$ cat src/rtl/core/ogru_pkg.sv
// Shared types and constants for the occupancy grid ray update core.
// No dependencies.
package ogru_pkg;

    typedef enum logic [1:0] {
        FUNC_HIT  = 2'd0,
        FUNC_RAY  = 2'd1,
        FUNC_EOS  = 2'd2,
        FUNC_READ = 2'd3
    } t_func;

    typedef enum logic [1:0] {
        CFG_MAX_RANGE = 2'd0,
        CFG_HIT_ODDS  = 2'd1,
        CFG_MISS_ODDS = 2'd2
    } t_cfg_idx;

    typedef enum logic [2:0] {
        S_CLEAR,
        S_IDLE,
        S_DECODE,
        S_WALK,
        S_FINISH,
        S_RESP
    } t_state;

    typedef struct packed {
        logic clear;
        logic load;
        logic decode;
        logic walk;
        logic set_scan;
    } t_cmd;

    typedef struct packed {
        logic  clear_done;
        t_func func;
        logic  active;
        logic  walk_done;
    } t_sts;

    localparam logic [15:0] MAX_RANGE_RST = 16'hFFFF;
    localparam logic [6:0]  HIT_ODDS_RST  = 7'd3;
    localparam logic [6:0]  MISS_ODDS_RST = 7'd1;

endpackage

$ cat src/rtl/core/ogru_ctrl.sv
// Controller state machine: clearing pass, item decode, ray walk and result handshake.
// Depends on ogru_pkg.
module ogru_ctrl (
    input  logic          i_clk,
    input  logic          i_rst_n,
    input  logic          i_valid,
    output logic          o_ready,
    output logic          o_valid,
    input  logic          i_ready,
    input  ogru_pkg::t_sts i_sts,
    output ogru_pkg::t_cmd o_cmd
);
    import ogru_pkg::*;

    t_state r_state;
    t_state n_state;

    always_ff @(posedge i_clk) begin
        if (!i_rst_n) begin
            r_state <= S_CLEAR;
        end else begin
            r_state <= n_state;
        end
    end

    always_comb begin
        n_state = r_state;
        o_cmd   = '0;
        o_ready = 1'b0;
        o_valid = 1'b0;
        unique case (r_state)
            S_CLEAR: begin
                o_cmd.clear = 1'b1;
                if (i_sts.clear_done) begin
                    n_state = S_IDLE;
                end
            end
            S_IDLE: begin
                o_ready = 1'b1;
                if (i_valid) begin
                    o_cmd.load = 1'b1;
                    n_state    = S_DECODE;
                end
            end
            S_DECODE: begin
                o_cmd.decode = 1'b1;
                unique case (i_sts.func) inside
                    FUNC_RAY: begin
                        n_state = i_sts.active ? S_WALK : S_RESP;
                    end
                    FUNC_EOS: begin
                        o_cmd.set_scan = 1'b1;
                        n_state        = S_RESP;
                    end
                    FUNC_HIT, FUNC_READ: begin
                        n_state = S_FINISH;
                    end
                    default: begin
                        n_state = S_RESP;
                    end
                endcase
            end
            S_WALK: begin
                o_cmd.walk = 1'b1;
                if (i_sts.walk_done) begin
                    n_state = S_RESP;
                end
            end
            S_FINISH: begin
                n_state = S_RESP;
            end
            S_RESP: begin
                o_valid = 1'b1;
                if (i_ready) begin
                    n_state = S_IDLE;
                end
            end
            default: begin
                n_state = S_CLEAR;
            end
        endcase
    end
endmodule

$ cat config.mk
export PLATFORM = sky130hd
export DESIGN_NAME = ogru_ctrl
export DESIGN_NICKNAME = d
export VERILOG_FILES = /design/src/rtl/core/ogru_pkg.sv /design/src/rtl/core/ogru_ctrl.sv
export SDC_FILE = /design/constraint.sdc
export NUM_CORES = 1
export LEC_CHECK = 0
export BUFFER_PORTS_ARGS = -buffer_cell sky130_fd_sc_hd__buf_2
export CORE_AREA = 2 2 39 41
export CTS_CLUSTER_SIZE = 8
export DETAILED_ROUTE_END_ITERATION = 6
export DIE_AREA = 0 0 41 43
export SLEW_MARGIN = 25
export SYNTH_ARGS = -nofsm -noshare
export SYNTH_HDL_FRONTEND = slang
export SYNTH_SLANG_ARGS = --single-unit
export TNS_END_PERCENT = 5
$ cat constraint.sdc
create_clock -name i_clk -period 1.05 [get_ports i_clk]
set_input_delay 0.105 -clock i_clk [delete_from_list [all_inputs] [get_ports i_clk]]
set_output_delay 0.105 -clock i_clk [all_outputs]
set_load 0.1 [all_outputs]
# Yosys cells after proc, flatten, opt, wreduce, memory -nomap -nowiden
# Cells that the tools add are included.
# word_totals
ff_bits	3
out_inout_bits	7
# classes
eq_ne	12
mux	16
reduce_logical	4
# op_table
cell	count
$pmux 3 s6	1
$mux 3	5
$mux 1	9
$ne 2x2->1 const B	4
$eq 3x2->1 const B	2
$eq 3x3->1 const B	2
$pmux 3 s2	1
$eq 2x2->1 const B	2
$reduce_and 4->1	1
$eq 3x1->1 const B	1
$logic_not 3->1	1
$eq 2x1->1 const B	1
$logic_not 2->1	1
$reduce_or 2->1	1

# Longest topological paths before layout
# logic_depth
ltp_word	4
mapped_depth	5
depth_no_buf	5

# Worst setup path before layout
# No wires, ideal clock.
# synth_timing
path_kind	register -> register
from	reg r_state[0]
to	reg r_state[0]
setup_time_ns	0.117
t_arrival_ns	2.894
t_required_ns	0.933
setup_slack_ns	-1.961
stages_incl_launch_ff	5
n_path_buf	1
synth_period_minus_slack_ns	3.011
path_cell_list	dfxtp_1 > buf_6 > nand2_2 > nor3_1 > and4b_1
# synth_via
elab_chain_cells	3
word_cells_on_any_way	12
cone_classes	eq/ne: 9; mux: 1; reduce/logical: 2
# synth_lines
element	line_no	rtl
start: declaration	ogru_ctrl.sv:15	t_state r_state;
start signal: assignment	ogru_ctrl.sv:22	r_state <= n_state;
$eq 3x2->1, or another cell as far along	ogru_ctrl.sv:31	unique case (r_state)
$ne 2x2->1 (no line)	--	
$reduce_and 4->1 (no line)	--	
# Several ways; a longest one is shown, not always the timed one.
# A chain may end at the register's enable or synchronous reset.

==> metrics.md <==
| Metric | Value |
|---|---|
| Clk_lat worst skew | `0.24 ns` |
| Largest registers | `r_state: 3 flops` |
| HP Class | `primary input to flop` |
| Post-synthesis sequential area ratio | `0.197` |
| Area Overhead vs Synth | `109%` |
| DRT Pass-1 Iters | `1` |
| Routed vias/inst | `4.58` |
| Slowest stage cell, crit path | `dfxtp_2` |
| Worst setup SP type | `flop` |
| Chip width | `41 um` |
| Worst path bufs/invs | `2` |
| Post-CTS Hold Buffers | `0` |
| Synth Cell Area | `305 um2` |
| Final hold vios | `0` |
| R2r worst-path depth | `5` |
| Via count | `about 360` |
| Most area-hungry cell type in the Yosys netlist | `dfxtp_1` |
| Routed Antenna Nets | `0` |
| Num CTS Buffers | `3` |
| First-pass GRT wire length | `1.43 mm` |
| Number of global-route vias before repair | `341` |
| Cell mode on critical path | `buf_12` |
| Ys Warns | `0` |
| Int Pwr | `0.553 mW` |
| Crit path time final | `1.33 ns` |
| Placer Congestion | `0.827` |
| Min-Delay Path Depth | `3` |
| Clock slew seen by the registers of the worst setup and hold paths | `approximately 0.040 ns` |
| Root Buffer | `clkbuf_4` |
| Post-synth ARST share | `0` |
| Final wirelength | `882 um` |
| Largest Register | `r_state` |
| CTS tree | `done` |
| Setup skew after layout | `between 0.001 and 0.0015 ns` |
| GR Overflow Total | `0` |
| Die H | `approximately 43 um` |
| VDD IR-drop max | `731 uV` |
| Largest register FFs | `3` |
| Final setup viols | `9` |
| Drt wl/cell | `11.3 um` |
| Core Region | `0.00138 mm2` |
| CP Max Fanout | `6` |
| Critical Path RT | `0.94 ns` |
| Slowest stage delay, CP | `0.33 ns` |
| Initial detailed-routing violation count | `0` |
| Post-Syn Instances | `37` |
| RR Startpoint | `r_state[0]$_SDFFE_PN0P_` |
| Initial Util | `0.221` |
| DR DRC count | `0` |
| Failing checks | `setup timing` |
| Outcome | `finished, violations left` |
| Synth top area share | `0.197` |
| R2R setup slack | `-0.08 ns` |
| HP Start | `i_rst_n` |
| Max cap viols | `0` |
| Final cell count without fillers | `78` |
| Die area | `0.00176 mm2` |
| Worst-Margin Slew | `0.337 ns` |
| Htree depth | `1` |
| Pin count of the biggest net entering global routing | `10` |
| Final worst slack | `-0.276 ns` |
| Seq pwr share | `0.169` |
| Area contributors post-synth | `dfxtp_1, ha_1, nand2b_1` |
| Post-CTS setup buffers | `0` |
| Total power | `1.04 mW` |
| Syn nets | `49` |
| Combinational share of power | `0.629` |
| Post-synth top flop | `dfxtp_1` |
| PD cells | `1630 mW/mm2` |
| Rows | `14` |
| CP Depth | `4` |
| DP Area | `609 um2` |
| Syn Area/Cell | `8.25 um2` |
| Sw power | `0.486 mW` |
| Num ports | `16` |
| Worst path arrival time | `1.22 ns` |
| Placed cells | `74` |
| Clock sink count | `3` |
| Clock buffer depth | `2` |
| Relative slew slack | `0.770` |
| Final Cycle Share | `1.26` |
| Pre-CTS WS | `-0.124 ns` |
| IO buf count | `15` |
| Maximum clock frequency | `~750 MHz` |
| Distinct cells, synth | `24` |
| CP cell instances | `buf_12 > nor3b_4 > and2_4 > buf_12` |
| CP delay by family, top | `simple AND/OR/NAND/NOR gates` |
| Slew Viols, Final | `0` |
| Clk pwr share | `0.201` |
| Number of antenna cells inserted | `0` |
| NumNets Final | `75` |
| Post-DP HPWL | `711 um` |
| Leakage power | `0.281 nW` |
| Post-synth EDFFs | `0` |
| Final instance area | `638 um2` |
| Most frequent cells after synthesis | `dfxtp_1, ha_1, inv_1, nand2b_1` |
| CP Launch Point | `r_state[0]$_SDFFE_PN0P_` |
| RSZ-0062 raised after global routing | `yes` |
| Crit end category | `primary output` |
| Total of flip-flops plus latches after synthesis | `3` |
| Total GRT Usage | `0.124` |
| Share of cells above drive strength 1 | `0.645` |
| WS Path Type | `flop to primary output` |
| Initial antenna violation count | `0` |
| Sw Share | `0.468` |
[power by group through the flow]
stage	clock (mW)	sequential [mW]	combinational, mW
after floorplan	0	0.147	0.433
after global placement	0	0.174	0.651
after detailed placement	0	0.176	0.656
after CTS	0.219	0.177	0.657
after global routing	0.225	0.180	0.686
final	0.209	0.176	0.654
[per-layer routing]
layer  up-vias  routed length [um]  GRT usage
met5         -                   0          0
met1       167                 399      0.165
met4         0                   0     0.0800
met3         0                  52     0.0366
li1        180                   -          -
met2        10                 429      0.166
[through the flow]
stage | setup TNS [ns] | hold WS [ns] | utilization
2_1_floorplan | -5.06 | 0.243 | -
4_1_cts | -2.00 | 0.140 | 0.461
6_report | -1.85 | 0.149 | 0.461
3_5_place_dp | -0.718 | 0.392 | 0.440
3_3_place_gp | -0.611 | 0.392 | 0.440
5_1_grt | -2.32 | 0.156 | 0.461
[worst reg2reg max path, delay by kind of cell (launching register included)]
family | cells | cell delay, ns
simple gates | 3 | 0.42
buf+inv | 2 | 0.27
flops | 1 | 0.33
[worst paths after layout]
kind | to
max | o_cmd[0]
min | r_state[2]$_SDFFE_PN0P_
max reg2reg | r_state[0]$_SDFFE_PN0P_
min reg2reg | r_state[1]$_SDFFE_PN0P_
[layout make-up]
cell class	instances	area [um2]
Clock buffer	4	26.3
Fill cell	140	746
Inverter	4	15.0
Multi-Input combinational cell	27	250
Sequential cell	3	66.3
Tap cell	16	20.0
Timing Repair Buffer	24	260
[cell usage in the layout (no fill, tap or decap)]
cell type,instances
a22o_1,1
buf_2,8
nand4_1,1
nor2b_1,1
clkbuf_1,1
dfxtp_4,1
a2111oi_0,1
o21ai_0,2
dfxtp_2,2
ha_1,3
a221oi_2,1
nand2b_1,3
buf_12,8
buf_4,8
inv_1,3
nor2_1,1
a21oi_1,2
nand3_1,1
nor3_2,1
and2_4,1
nor3b_2,2
nand2_2,1
nor3_4,2
nor3b_4,1
clkbuf_4,3
inv_2,1
and4b_1,1
nand4b_1,1
[logic make-up after synthesis]
logic type / share of synthesized area
adder cells (fa/ha/maj): 0.123
flip-flops: 0.197
AO/OA/AOI/OAI: 0.172
buffers and inverters: 0.119
AND/OR/NAND/NOR: 0.389
[repair_timing]
item | CTS | global route
resized for setup | 2 | 0
setup endpoints to repair | 9 | 10
cloned | 0 | 0
pin swaps | 1 | 1
Note: power is estimated with default switching activity, not from simulation.
